File: config.mk
export PLATFORM = sky130hd
export DESIGN_NAME = keyboard_mode_flag_stack_top
export DESIGN_NICKNAME = d
export VERILOG_FILES = /design/src/hdl/kmfs_pkg.sv /design/src/hdl/kmfs_core.sv /design/src/hdl/keyboard_mode_flag_stack_top.sv
export SDC_FILE = /design/constraint.sdc
export NUM_CORES = 1
export LEC_CHECK = 0
export BUFFER_PORTS_ARGS = -buffer_cell sky130_fd_sc_hd__buf_2
export CAP_MARGIN = 20
export CORE_MARGIN = 1.5
export CORE_UTILIZATION = 35
export DETAILED_ROUTE_END_ITERATION = 8
export PLACE_DENSITY_LB_ADDON = 0.2
export SETUP_SLACK_MARGIN = 0.15
export SYNTH_ARGS = -nofsm -noshare
export SYNTH_HDL_FRONTEND = slang
export SYNTH_SLANG_ARGS = --single-unit
File: constraint.sdc
create_clock -name clk -period 4.85 [get_ports clk]
set_clock_uncertainty 0.2 [all_clocks]
set_input_delay 0.97 -clock clk [delete_from_list [all_inputs] [get_ports clk]]
set_output_delay 0.97 -clock clk [all_outputs]
set_load 0.1 [all_outputs]
File: src/hdl/kmfs_pkg.sv
// Shared types and constants for the keyboard mode flag stack.
`timescale 1ns / 1ps
`default_nettype none
package kmfs_pkg;

  localparam int FLAG_W      = 5;
  localparam int POP_COUNT_W = 8;
  localparam int DEPTH_OUT_W = 4;

  typedef enum logic [1:0] {
    OP_RESET = 2'd0,
    OP_PUSH  = 2'd1,
    OP_POP   = 2'd2,
    OP_SET   = 2'd3
  } opcode_t;

  typedef enum logic [1:0] {
    SM_KEEP    = 2'd0,
    SM_REPLACE = 2'd1,
    SM_OR      = 2'd2,
    SM_CLEAR   = 2'd3
  } set_mode_t;

  typedef struct packed {
    opcode_t                opcode;
    logic [FLAG_W-1:0]      requested_flags;
    set_mode_t              set_mode;
    logic [POP_COUNT_W-1:0] pop_count;
  } cmd_t;

  typedef struct packed {
    logic [FLAG_W-1:0]      current_flags;
    logic [DEPTH_OUT_W-1:0] stack_depth;
  } result_t;

endpackage
`default_nettype wire

File: src/hdl/kmfs_core.sv
// Flag register and bounded save stack, updated by one command per enabled cycle.
`timescale 1ns / 1ps
`default_nettype none
module kmfs_core #(
  parameter int STACK_DEPTH = 8
) (
  input  wire                              clk,
  input  wire                              rst,
  input  wire                              en,
  input  wire kmfs_pkg::cmd_t              cmd,
  input  wire  [kmfs_pkg::FLAG_W-1:0]      supported_mask,
  output kmfs_pkg::result_t                result,
  output logic [$clog2(STACK_DEPTH+1)-1:0] count
);
  import kmfs_pkg::*;

  localparam int CW = $clog2(STACK_DEPTH + 1);
  localparam int IW = (STACK_DEPTH > 1) ? $clog2(STACK_DEPTH) : 1;
  localparam logic [POP_COUNT_W-1:0] DEPTH_C = POP_COUNT_W'(STACK_DEPTH);

  logic [FLAG_W-1:0]      flags;
  logic [FLAG_W-1:0]      flags_next;
  logic [CW-1:0]          count_next;
  logic [FLAG_W-1:0]      saved [STACK_DEPTH];
  logic [FLAG_W-1:0]      masked_req;
  logic [POP_COUNT_W-1:0] pop_n;
  logic [CW-1:0]          pop_left;
  logic                   full;

  assign masked_req = cmd.requested_flags & supported_mask;
  assign full       = (count == CW'(STACK_DEPTH));

  // A count of zero pops one entry; anything above the depth pops the depth.
  always_comb begin
    if (cmd.pop_count == '0) begin
      pop_n = POP_COUNT_W'(1);
    end else if (cmd.pop_count > DEPTH_C) begin
      pop_n = DEPTH_C;
    end else begin
      pop_n = cmd.pop_count;
    end
  end

  assign pop_left = count - CW'(pop_n);

  always_comb begin
    flags_next = flags;
    count_next = count;
    case (cmd.opcode)
      OP_RESET: begin
        flags_next = '0;
        count_next = '0;
      end
      OP_PUSH: begin
        flags_next = masked_req;
        count_next = full ? count : count + CW'(1);
      end
      OP_POP: begin
        if (pop_n > POP_COUNT_W'(count)) begin
          flags_next = '0;
          count_next = '0;
        end else begin
          flags_next = saved[pop_left[IW-1:0]];
          count_next = pop_left;
        end
      end
      OP_SET: begin
        case (cmd.set_mode)
          SM_REPLACE: flags_next = masked_req;
          SM_OR:      flags_next = flags | masked_req;
          SM_CLEAR:   flags_next = flags & ~masked_req;
          default:    flags_next = flags;
        endcase
      end
      default: begin
        flags_next = flags;
        count_next = count;
      end
    endcase
  end

  always_ff @(posedge clk) begin
    if (rst) begin
      flags <= '0;
      count <= '0;
    end else if (en) begin
      flags <= flags_next;
      count <= count_next;
    end
  end

  // On a push into a full stack the oldest entry falls out of the bottom.
  always_ff @(posedge clk) begin
    if (en && cmd.opcode == OP_PUSH) begin
      if (full) begin
        for (int i = 0; i < STACK_DEPTH - 1; i++) begin
          saved[i] <= saved[i+1];
        end
        saved[STACK_DEPTH-1] <= flags;
      end else begin
        saved[count[IW-1:0]] <= flags;
      end
    end
  end

  assign result.current_flags = flags_next;
  assign result.stack_depth   = DEPTH_OUT_W'(count_next);

endmodule
`default_nettype wire

File: src/hdl/keyboard_mode_flag_stack_top.sv
// Top level of the keyboard mode flag stack: stream ports, config register, pipeline.
`timescale 1ns / 1ps
`default_nettype none
// Channel   Direction  Handshake            Payload
// s_*       in         s_tvalid / s_tready  s_tuser opcode, s_tdata command fields
// m_*       out        m_tvalid / m_tready  m_tdata current flags and stack depth
// cfg_*     in         cfg_valid/cfg_ready  cfg_data supported mask
//
// Each command passes an input register and then a result register, so a result is
// offered on m_tvalid once the result register loads it. One command is taken every
// cycle unless m_tready stalls. A step updates the flag register and save stack together.
// Reset (rst, synchronous) empties the stack, clears the flags and the pipeline,
// and sets the supported mask to all ones. A stall on m_tready holds the result
// register; the input register takes one more command only while empty, then s_tready drops.
module keyboard_mode_flag_stack_top #(
  parameter int STACK_DEPTH = 8
) (
  input  wire         clk,
  input  wire         rst,
  input  wire         s_tvalid,
  output logic        s_tready,
  input  wire  [15:0] s_tdata,   // requested_flags[4:0], set_mode[6:5], pop_count[14:7], zero[15]
  input  wire  [1:0]  s_tuser,   // opcode[1:0]
  output logic        m_tvalid,
  input  wire         m_tready,
  output logic [15:0] m_tdata,   // current_flags[4:0], stack_depth[8:5], zero[15:9]
  input  wire         cfg_valid,
  output logic        cfg_ready,
  input  wire  [4:0]  cfg_data   // supported_mask[4:0]
);
  import kmfs_pkg::*;

  localparam int CW = $clog2(STACK_DEPTH + 1);

  logic [FLAG_W-1:0] supported_mask;
  logic              in_valid;
  cmd_t              in_cmd;
  logic              advance;
  logic              step;
  result_t           core_result;
  result_t           out_result;
  logic [CW-1:0]     core_count;

  // The result register frees up when empty or when its transfer completes.
  assign advance   = !m_tvalid || m_tready;
  assign step      = in_valid && advance;
  assign s_tready  = !in_valid || advance;
  assign cfg_ready = 1'b1;

  always_ff @(posedge clk) begin
    if (rst) begin
      supported_mask <= '1;
    end else if (cfg_valid) begin
      supported_mask <= cfg_data;
    end
  end

  // Input register.
  always_ff @(posedge clk) begin
    if (rst) begin
      in_valid <= 1'b0;
    end else if (s_tready) begin
      in_valid <= s_tvalid;
    end
  end

  always_ff @(posedge clk) begin
    if (s_tvalid && s_tready) begin
      in_cmd.opcode          <= opcode_t'(s_tuser);
      in_cmd.requested_flags <= s_tdata[4:0];
      in_cmd.set_mode        <= set_mode_t'(s_tdata[6:5]);
      in_cmd.pop_count       <= s_tdata[14:7];
    end
  end

  kmfs_core #(
    .STACK_DEPTH(STACK_DEPTH)
  ) u_core (
    .clk            (clk),
    .rst            (rst),
    .en             (step),
    .cmd            (in_cmd),
    .supported_mask (supported_mask),
    .result         (core_result),
    .count          (core_count)
  );

  // Result register.
  always_ff @(posedge clk) begin
    if (rst) begin
      m_tvalid <= 1'b0;
    end else if (advance) begin
      m_tvalid <= in_valid;
    end
  end

  always_ff @(posedge clk) begin
    if (step) begin
      out_result <= core_result;
    end
  end

  assign m_tdata = {7'd0, out_result.stack_depth, out_result.current_flags};

`ifndef ASSERT_OFF
  // The saved count never goes past the stack depth.
  assert property (@(posedge clk) disable iff (rst) core_count <= CW'(STACK_DEPTH))
    else $error("saved count exceeds stack depth");

  // A reset command always comes out with no flags and an empty stack.
  assert property (@(posedge clk) disable iff (rst)
    step && in_cmd.opcode == OP_RESET |=> m_tvalid && m_tdata[8:0] == 9'd0)
    else $error("reset command left flags or stack");

  // A push loads only flags that the supported mask allows.
  assert property (@(posedge clk) disable iff (rst)
    step && in_cmd.opcode == OP_PUSH |=> (m_tdata[4:0] & ~$past(supported_mask)) == '0)
    else $error("push loaded unsupported flags");

  // A held command in the input register stays while the result side is stalled.
  assert property (@(posedge clk) disable iff (rst)
    in_valid && !advance |=> in_valid && $stable(in_cmd))
    else $error("stalled command lost from input register");
`endif

endmodule
`default_nettype wire
* Word-level counts from Yosys, hierarchy flattened
Memory sizes are Yosys's and may differ from the RTL's. Index checks and enable logic that the tools add are counted. Widths: inputs -> output; s select.
Storage, ports and cells: flip-flop bits (word level) 42, memory bits (writable) 40, output and inout port bits 19, word-level logic and storage cells 54, memories 1
Memories:
- u_core.saved | words 8, bits a word 5, rd ports 8, clocked after memory_dff 0, write ports 8, line kmfs_core.sv:24 | logic [FLAG_W-1:0] saved [STACK_DEPTH];
Operators by class: add/subtract/negate cells 2, magnitude comparators 2, eq/ne operators 7, mux-type cells 17, bitwise operators 4, reductions and logical operators 10
Operators with widths (number):
- $pmux 5 s4 | 1
- $mux 8 | 2
- $pmux 5 s3 | 1
- $pmux 4 s3 | 1
- $and 5x5->5 | 2
- $mux 5 | 2
- $eq 2x2->1 const B | 4
- $gt 8x4->1 | 1
- $gt 8x4->1 const B | 1
- $logic_not 8->1 | 1
- $mux 4 | 2
- $mux 1 | 7
- $not 5->5 | 1
- $or 5x5->5 | 1
- $reduce_or 5->1 | 1
- $add 4x1->4 const B | 1
- $eq 2x1->1 const B | 2
- $eq 4x4->1 const B | 1
- $sub 4x4->4 | 1
- $logic_and 1x1->1 | 3
- $mux 3 | 1
- $logic_not 1->1 | 2
- $logic_not 2->1 | 1
- $logic_or 1x1->1 | 2

* Longest topological paths before layout
Gate-level depths: netlist of the first run.
depth in word-level cells 8, mapped depth 13, mapped depth without buffers 12

* Hierarchy
Synthesis of the first run repeated with hierarchy kept, for this count alone.
Unflattened totals: cells, all modules 323, area total of the unflattened synthesis 4196.5 um^2
By module, submodules not included:
- kmfs_core | instances 1, cells each 261, area an instance 3065.4 um^2, sequential area each 1381.3 um^2
- keyboard_mode_flag_stack_top | instances 1, cells each 62, area an instance 1131.1 um^2, sequential area each 920.9 um^2

* Worst setup path after synthesis of the first run
OpenSTA, ideal clock, no wires.
kind register to register, start point register in_cmd[6] (netlist bit), end point register out_result, in the netlist m_tdata[0] (data pin), arrival time 3.090 ns, data required time 4.396 ns, path slack 1.306 ns, stages on the path, launching flop included 14, period minus slack after synthesis 3.544 ns, path through edfxtp_1 -> or4_1 -> nor2_1 -> inv_1 -> nor2_1 -> ha_1 -> inv_1 -> fa_1 -> xor2_1 -> buf_6 -> mux4_2 -> mux2_2 -> a21oi_2 -> inv_1
RTL lines:
- start: declaration | line keyboard_mode_flag_stack_top.sv:37 | cmd_t in_cmd;
- end signal: assignment | line keyboard_mode_flag_stack_top.sv:99 | out_result <= core_result;
- end: declaration | line keyboard_mode_flag_stack_top.sv:41 | result_t out_result;

==> results of run 1 <==
synthesized netlist by cell type (all sizes together), types with 2 or more instances:
master | count | area, um2
edfxtp | 66 | 1980
mux2 | 41 | 462
nor2 | 21 | 83.8
nand2 | 19 | 71.3
inv | 17 | 63.8
a21oi | 16 | 83.8
dfxtp | 16 | 320
buf | 12 | 86.3
nand4 | 11 | 68.8
mux4 | 10 | 229
clkbuf | 9 | 33.8
ha | 9 | 113
a31oi | 8 | 50.1
nor2b | 8 | 50.1
a211o | 6 | 52.6
a211oi | 6 | 45.0
nand2b | 6 | 37.5
o21ai | 4 | 20.0
nand3 | 3 | 25.0
xnor2 | 3 | 26.3
and2 | 2 | 12.5
and3 | 2 | 12.5
conb | 2 | 7.51
nor3 | 2 | 21.3
flip-flops by register name (all words and copies together) (netlist names):
signal	cells
in_cmd	17
in_valid	1
m_tdata	9
m_tvalid	1
supported_mask	5
u_core.count	4
u_core.flags	5
u_core.saved	40
stage by stage:
stage                     setup WS, ns  instance area (um2)  utilization [%]  instances  power (mW)
final                            0.896                 4640             40.6        494        1.63
after floorplan                   1.31                 4110                -        318       0.980
after global placement           0.892                 4370             38.2        478        1.02
after detailed placement         0.829                 4370             38.2        478        1.02
after global routing             0.622                 4640             40.6        494        1.70
after CTS                        0.824                 4640             40.6        494        1.66
cell usage in the layout (no fill, tap or decap), drive strengths merged, types with 2 or more instances in the layout:
master     n
dfxtp     16
nand3      3
ha         9
a211oi     6
nand2     19
nand4     11
clkinvlp   2
o21ai      4
clkbuf    13
and2       2
nor2      21
a211o      6
nor3       2
conb       8
and3       2
edfxtp    66
mux4      10
nor2b      8
nand2b     6
mux2      41
buf       38
xnor2      3
a31oi      8
a21oi     16
inv       18
path summary, 6_finish.rpt:
kind,from,depth (start not counted),slack [ns],end
setup / recovery,in_cmd[6],12,0.90,m_tdata[3]
hold / removal,in_valid,2,0.32,m_tvalid
setup reg to reg,in_cmd[6],12,0.90,m_tdata[3]
hold reg to reg,in_valid,2,0.32,m_tvalid
final cells by class:
class	instances	area, um2
multi-input cells	198	1630
flip-flops and latches	82	2300
clock inverters	3	23.8
fillers	1106	6780
inverters	17	63.8
well taps	143	179
repair buffers	38	193
clock buffers	13	250
per-layer routing:
layer,share of wire [%],routed length [um],global-route usage (%)
met3,3.7,314,3.44
met1,45,3770,17.8
met5,0,0,0
met4,1.5,122,4.73
met2,50,4190,24.2
cell families (layout without fill, tap and decap cells):
logic type,after synthesis,after routing,share of synthesized area (%)
AOI/OAI and AO/OA,46,46,7.53
and+or+nand+nor,79,79,10.5
DFF,82,82,56.3
adders and majority gates,10,10,3.24
muxes,51,51,16.9
xor gates and xnor gates,4,4,0.857
other,2,8,0.184
buffers and inverters,38,71,4.50
report_power, final:
part	switching [mW]	internal [mW]
clock	0.266	0.363
sequential	0.0281	0.784
combinational	0.131	0.0622
critical path, stage by stage (launching register included):
cell and delay [ns]:
edfxtp_1 0.35, or4_1 0.53, nor2_1 0.19, inv_1 0.09, nor2_1 0.16, ha_1 0.16
inv_1 0.05, fa_1 0.38, xor2_1 0.41, mux4_1 0.64, mux2_2 0.29, a21oi_1 0.19
inv_1 0.05
==> summary.txt, run 1 <==
first-pass GRT wire length = 13,400 um
slew of the pin with the lowest slew margin = 1.06 ns
Total Wirelength = 8390 um
Seq/Total Area, Yosys = 56.3%
via-per-instance ratio = 5.15
Pre-antenna DRT Iters = 5
TritonCTS Buffers = 9
placer congestion estimate = 0.739
vias in the first global route = 2,560
Total GRT Usage = 14.2%
predominant post-synthesis flop cell = edfxtp_1
Initial DRC Count = 114
startpoint types = flip-flop
Max Slew Vio Count = 0
Peak Freq = 0.253 GHz
CTS tree = yes
Overflow after GRT = 0
# Post-CTS Setup Buffers = 0
CTS clk-pin slew, worst paths = 0.06 ns
Worst slew margin = 29.2%
Ports = 47
ratio of cells with drive above 1 in the final layout = 29.1%
drc violations = 0
CTS Sinks = 82
crit path capture type = flip-flop
Layout area overhead = 13.5%
Peak VDD IR = 0.216 mV
Routed Antenna Nets = 0
DP HPWL = 6080 um
Root Driver = clkbuf_16
H-tree levels = 3
fin crit share = 81.5%
pin count of the biggest net entering global routing = 27
max cap viols = 0
post-cts sizing count = 0
chip height = 111 um
Worst Hold Class = reg2reg
hold_ws = 0.319 ns
syn avg cell area = 13.1 um2
number of synthesized flops with an enable pin = 66
synth warn = 0
wire length per cell = 17.0 um
crit path DAT = 3.84 ns
Cell Pwr Density = 352 nW/um2
Ant. Diodes = 0
Lkg Pwr = 1.71 nW
Hold Fails Final Rpt = 0
final setup fails = 0
worst-path fanout max = 3
starting density of the core = 35.8%
Port-buffer cells = 37
FP Rows = 39
Post-synth ARST share = 0%
Clock Latency Late Sink = 0.34 ns
unique cell type count in the Yosys netlist = 46
initial antenna violation count = 0
die area = 12,300 um2
# hold bufs at CTS = 0
CTS max path bufs = 2
nets = 384
WS Path Type = reg2reg
status = completed
routed via count = 2,543
Post-Syn Area = 4090 um2
Required @ worst endpoint = 4.74 ns
Sum Neg Setup Slack = 0 ns
FF+latch count, synth = 82
width of the die = 111 um
Cells after Synth = 312
min cycle time layout = 3.95 ns
core box area = 11,400 um2
RSZ-0062 raised after global routing = no
(Power assumes the default switching activity.)
==> run 2, diff against run 1 <==
Clock period 4.85 ns to 3.6 ns, I/O delays scaled along.
==> summary.txt, run 2 (synthesis results as in run 1) <==
DP HPWL = 6210 um (+2.1%)
GR Util met3 = 3.94% (+0.49 points)
Clock Latency Late Sink = 0.33 ns (about the same)
Clock power frac = 38.2% (-0.3 points)
crit path capture type = flip-flop
CTS Sinks = 82 (unchanged)
worst r2r src = in_cmd[6]
Peak VDD IR = 0.332 mV (+54%)
GR Layer Usage met2 = 24.3% (+0.082 points)
Root Driver = clkbuf_16
CTS clk-pin slew, worst paths = 0.06 ns (about the same)
Overflow after GRT = 0 (unchanged)
wire length per cell = 16.6 um (-2.0%)
Sum Neg Setup Slack = 0 ns (unchanged)
Port-buffer cells = 37 (unchanged)
via-per-instance ratio = 5.09 (-1.0%)
routed via count = 2,583 (+1.6%)
max cap viols = 0 (unchanged)
Max Slew Vio Count = 0 (unchanged)
switching portion of total power = 26.9% (+0.88 points)
Flop pwr share = 48.9% (-0.8 points)
startpoint types = flip-flop
Cell Pwr Density = 462 nW/um2 (+31%)
slew of the pin with the lowest slew margin = 0.746 ns (-0.315 ns)
placer congestion estimate = 0.740 (+0.12%)
Pre-antenna DRT Iters = 4 (-1)
initial antenna violation count = 0 (unchanged)
pin count of the biggest net entering global routing = 27 (unchanged)
Total GRT Usage = 14.5% (+0.33 points)
die area = 12,300 um2 (unchanged)
final setup fails = 0 (unchanged)
Ports = 47 (unchanged)
P_int = 1.63 mW (+35%)
Required @ worst endpoint = 3.49 ns (-1.25 ns)
Hold Fails Final Rpt = 0 (unchanged)
hold_ws = 0.330 ns (+0.0108 ns)
ratio of cells with drive above 1 in the final layout = 34.9% (+5.8 points)
Largest Register = u_core.saved
Initial DRC Count = 148 (+30%)
commonest non-fill, non-tap cell in the layout = edfxtp_1
start point of the worst hold path = u_core.count[3]
reg2reg end = m_tdata[0]
drc violations = 0 (unchanged)
first-pass GRT wire length = 13,800 um (+2.7%)
Routed Antenna Nets = 0 (unchanged)
chip height = 111 um (unchanged)
reg2reg path depth = 13 (+1)
FF+latch area = 2300 um2 (unchanged)
DP Worst Slack = -0.182 ns (-1.01 ns)
min cycle time layout = 3.56 ns (-0.393 ns)
vias in the first global route = 2,598 (+1.5%)
Min-Delay Path Depth = 2 (unchanged)
CTS max path bufs = 2 (unchanged)
Hold EP = u_core.count[3]
crit path DAT = 3.46 ns (-0.38 ns)
status = completed
flop2flop setup slack = 0.04 ns (-0.86 ns)
Lkg Pwr = 1.81 nW (+5.8%)
fin crit share = 98.9% (+17 points)
nets = 397 (+3.4%)
Sw Pwr = 0.599 mW (+41%)
Ant. Diodes = 0 (unchanged)
Worst Slack Setup Final = 0.0387 ns (-0.857 ns)
Layout area overhead = 17.9%
Worst Hold Class = reg2reg
width of the die = 111 um (unchanged)
logic gate share of total power = 12.8% (+1.0 points)
highest-count cells in the layout ignoring fill and taps = edfxtp_1 (66), buf_2 (37), mux2_2 (30)
Most Crowded Layer GR = met2
multi-input logic area = 1690 um2 (+3.7%)
worst-path fanout max = 5 (+2)
starting density of the core = 35.8% (unchanged)
H-tree levels = 3 (unchanged)
Total Wirelength = 8440 um (+0.60%)
met1 GRT Util = 19.0% (+1.2 points)
TritonCTS Buffers = 9 (unchanged)
CTS tree = yes
max reg flops = 40 (unchanged)
Peak Freq = 0.281 GHz (+11%)
WS Path Type = reg2reg
# fillers = 1,069 (-3.3%)
RSZ-0062 raised after global routing = yes
FP Rows = 39 (unchanged)
Worst slew margin = 50.2% (+21 points)
core box area = 11,400 um2 (unchanged)
==> run 2: per-stage QoR <==
step,cell area [um2],power (mW),instances,util [%]
finish,4820,2.23,507,42.2
global route,4820,2.32,507,42.2
CTS,4790,2.25,506,42.0
detailed placement,4470,1.39,488,39.1
global placement,4470,1.38,488,39.1
floorplan,4120,1.32,318,-
==> run 2: power groups by stage <==
stage          Combinational, mW  Sequential (mW)  Clock [mW]
6_report                   0.286             1.09       0.851
5_1_grt                    0.308             1.10       0.916
4_1_cts                    0.283             1.09       0.876
3_5_place_dp               0.276             1.11           0
3_3_place_gp               0.274             1.11           0
2_1_floorplan              0.179             1.14           0
==> run 2: worst max-delay path, cell delays in order (launching register included) <==
cell      delay (ns)
edfxtp_1        0.36
or4_4           0.55
nor2_4          0.13
inv_2           0.06
nor2_4          0.11
ha_4            0.14
inv_2           0.04
fa_2            0.37
xor2_4          0.26
buf_6           0.14
mux4_2          0.48
mux2_4          0.29
a21oi_2         0.15
inv_1           0.05
==> run 2: repair_timing <==
| action | in CTS | in global routing |
|---|---|---|
| setup endpoints to repair | 10 | 10 |
| hold buffers | 0 | 0 |
| pin swaps | 5 | 4 |
| buffers inserted | 2 | 0 |
| resized for setup | 10 | 2 |
==> run 2: how the worst max path moves through the flow <==
stage,startpoint,endpoint,depth (start not counted)
floorplan,in_cmd[6],m_tdata[0],13
global placement,in_cmd[5],m_tdata[0],13
detailed placement,in_cmd[6],m_tdata[0],13
CTS,in_cmd[3],m_tdata[0],13
global route,in_cmd[6],m_tdata[0],13
finish,in_cmd[6],m_tdata[0],13
==> run 2: cell type report <==
cell class / count / share of cell area, %
Clock buffer: 9 / 4.67
Clock inverter: 7 / 1.04
Inverter: 17 / 1.32
Multi-Input combinational cell: 198 / 35.0
Sequential cell: 82 / 47.7
Tap cell: 143 / 3.71
Timing Repair Buffer: 51 / 6.51
==> run 2: per-layer routing <==
layer / part of all wire (%) / up-vias
li1: - / 1249
met1: 45 / 1275
met2: 51 / 53
met3: 3.2 / 6
met4: 0.85 / 0
met5: 0 / -
==> run 3, diff against run 2 <==
Settings changed: GPL_TIMING_DRIVEN set to 0, SKIP_LAST_GASP set to 1.
Clock period 3.6 ns to 2.9 ns, I/O delays scaled along.
==> summary.txt, run 3 (synthesis results as in run 1) <==
Hold EP = in_cmd[8]
width of the die = 111 um (unchanged)
logic gate share of total power = 14.5% (+1.7 points)
Overflow after GRT = 0 (unchanged)
failing checks = setup timing
via-per-instance ratio = 5.05 (-0.89%)
Cell Area, Placed = 4500 um2 (+0.70%)
Cell Pwr Density = 575 nW/um2 (+25%)
Pre-antenna DRT Iters = 6 (+2)
Peak VDD IR = 0.292 mV (-12%)
RSZ-0062 raised after global routing = yes
Worst slew margin = 28.5% (-22 points)
H-tree levels = 3 (unchanged)
worst-path fanout max = 3 (-2)
reg2reg path depth = 13 (unchanged)
placer congestion estimate = 0.781 (+5.6%)
crit path DAT = 3.41 ns (-0.05 ns)
Max Slew Vio Count = 0 (unchanged)
slew of the pin with the lowest slew margin = 1.07 ns (+0.326 ns)
highest-count cells in the layout ignoring fill and taps = edfxtp_1 (66), buf_2 (37), mux2_2 (26)
CP top delay family = simple AND/OR/NAND/NOR gates
crit path capture type = flip-flop
Layout area overhead = 28.1%
Ant. Diodes = 0 (unchanged)
Total Wirelength = 9030 um (+6.9%)
chip height = 111 um (unchanged)
flop2flop setup slack = -0.62 ns (-0.66 ns)
core box area = 11,400 um2 (unchanged)
drc violations = 0 (unchanged)
startpoint types = flip-flop
Worst Hold Class = in2reg
final setup fails = 12 (+12)
Min-Delay Path Depth = 1 (-1)
CTS max path bufs = 2 (unchanged)
switching portion of total power = 25.9% (-0.95 points)
P_int = 2.23 mW (+37%)
DP HPWL = 6360 um (+2.4%)
Clock power frac = 40.5% (+2.3 points)
CTS Sinks = 82 (unchanged)
Hold Fails Final Rpt = 0 (unchanged)
Cell Chain, Critical Path = or4_4, nor2_4, inv_2, nor2_4, ha_4, inv_2, fa_2, xor2_4, buf_8, mux4_2, mux2_4, a21oi_4, inv_1
Initial DRC Count = 139 (-6.1%)
FP Rows = 39 (unchanged)
vias in the first global route = 2,567 (-1.2%)
commonest non-fill, non-tap cell in the layout = edfxtp_1
Port-buffer cells = 35 (-5.4%)
worst path bufs/invs = 4 (unchanged)
DP Worst Slack = -0.915 ns (-0.734 ns)
reg2reg end = m_tdata[0]
Clock Latency Late Sink = 0.33 ns (about the same)
Worst Slack Setup Final = -0.619 ns (-0.658 ns)
Total GRT Usage = 15.1% (+0.51 points)
routed via count = 2,656 (+2.8%)
fin area = 5240 um2 (+8.6%)
overall power = 3.01 mW (+35%)
# hold bufs at CTS = 0 (unchanged)
initial antenna violation count = 0 (unchanged)
nets = 416 (+4.8%)
Routed Antenna Nets = 0 (unchanged)
min cycle time layout = 3.52 ns (-0.0422 ns)
Lkg Pwr = 1.95 nW (+7.9%)
TritonCTS Buffers = 9 (unchanged)
worst r2r src = in_cmd[3]
CTS clk-pin slew, worst paths = 0.06 ns (about the same)
fin crit share = 121% (+22 points)
Root Driver = clkbuf_16
Peak Freq = 0.284 GHz (+1.2%)
WS Path Type = reg2reg
Ports = 47 (unchanged)
max cap viols = 0 (unchanged)
Max stage delay on crit path = 0.55 ns (about the same)
die area = 12,300 um2 (unchanged)
pin count of the biggest net entering global routing = 19 (-30%)
slowest CP cell = or4_4
first-pass GRT wire length = 14,100 um (+2.1%)
Flop pwr share = 45.0% (-3.9 points)
Largest Register = u_core.saved
start point of the worst hold path = s_tdata[5]
Sw Pwr = 0.782 mW (+31%)
max reg flops = 40 (unchanged)
wire length per cell = 17.2 um (+3.1%)
starting density of the core = 35.8% (unchanged)
Sum Neg Setup Slack = -5.67 ns (-5.67 ns)
status = finished with violations
ratio of cells with drive above 1 in the final layout = 42.8% (+7.9 points)
CTS tree = yes
Required @ worst endpoint = 2.79 ns (-0.70 ns)
run 3: layout make-up:
cell class                      count  area (um2)
Buffer                             20         124
Clock buffer                       10         229
Timing Repair Buffer               50         339
Sequential cell                    82        2300
Fill cell                        1050        6180
Tap cell                          143         179
Clock inverter                      6        91.3
Multi-Input combinational cell    198        1910
Inverter                           17        63.8
run 3: worst max path at each step:
stage,startpoint,endpoint,slack (ns),depth (start not counted)
2_1_floorplan,in_cmd[6],m_tdata[0],-0.53,13
3_3_place_gp,in_cmd[6],m_tdata[0],-0.89,13
3_5_place_dp,in_cmd[6],m_tdata[0],-0.92,13
4_1_cts,in_cmd[3],m_tdata[3],-0.63,13
5_1_grt,in_cmd[3],m_tdata[0],-0.74,13
6_report,in_cmd[3],m_tdata[0],-0.62,13
run 3: worst register-to-register path, cell delays in order (launching register included):
cell and delay, ns:
edfxtp_1 0.36, or4_4 0.55, nor2_4 0.12, inv_2 0.06, nor2_4 0.14, ha_4 0.14, inv_2 0.04, fa_2 0.37
xor2_4 0.19, buf_8 0.14, mux4_2 0.49, mux2_4 0.30, a21oi_4 0.13, inv_1 0.05
run 3: stage by stage:
stage	hold slack, ns	cells	util (%)
finish	0.218	526	45.9
global route	0.199	526	45.9
CTS	0.205	520	44.1
detailed placement	0.317	496	39.4
global placement	0.310	496	39.4
floorplan	0.290	318	-
run 3: routing by layer:
| layer | part of all wire (%) | track usage, % |
|---|---|---|
| met2 | 47 | 22.8 |
| met1 | 45 | 20.6 |
| met5 | 0 | 0 |
| met4 | 1.9 | 6.58 |
| met3 | 6.4 | 3.66 |
run 3: what timing repair did:
action,4_1_cts,5_1_grt
setup buffers,9,6
setup endpoints to repair,53,26
hold endpoints to repair,0,0
pin swaps,15,11
gates resized for setup,31,30
run 3: power by group through the flow:
stage / clock network [mW] / logic [mW] / registers (mW)
after floorplan: 0 / 0.226 / 1.42
after global placement: 0 / 0.350 / 1.38
after detailed placement: 0 / 0.355 / 1.38
after CTS: 1.25 / 0.397 / 1.35
after global routing: 1.30 / 0.467 / 1.36
final: 1.22 / 0.437 / 1.36
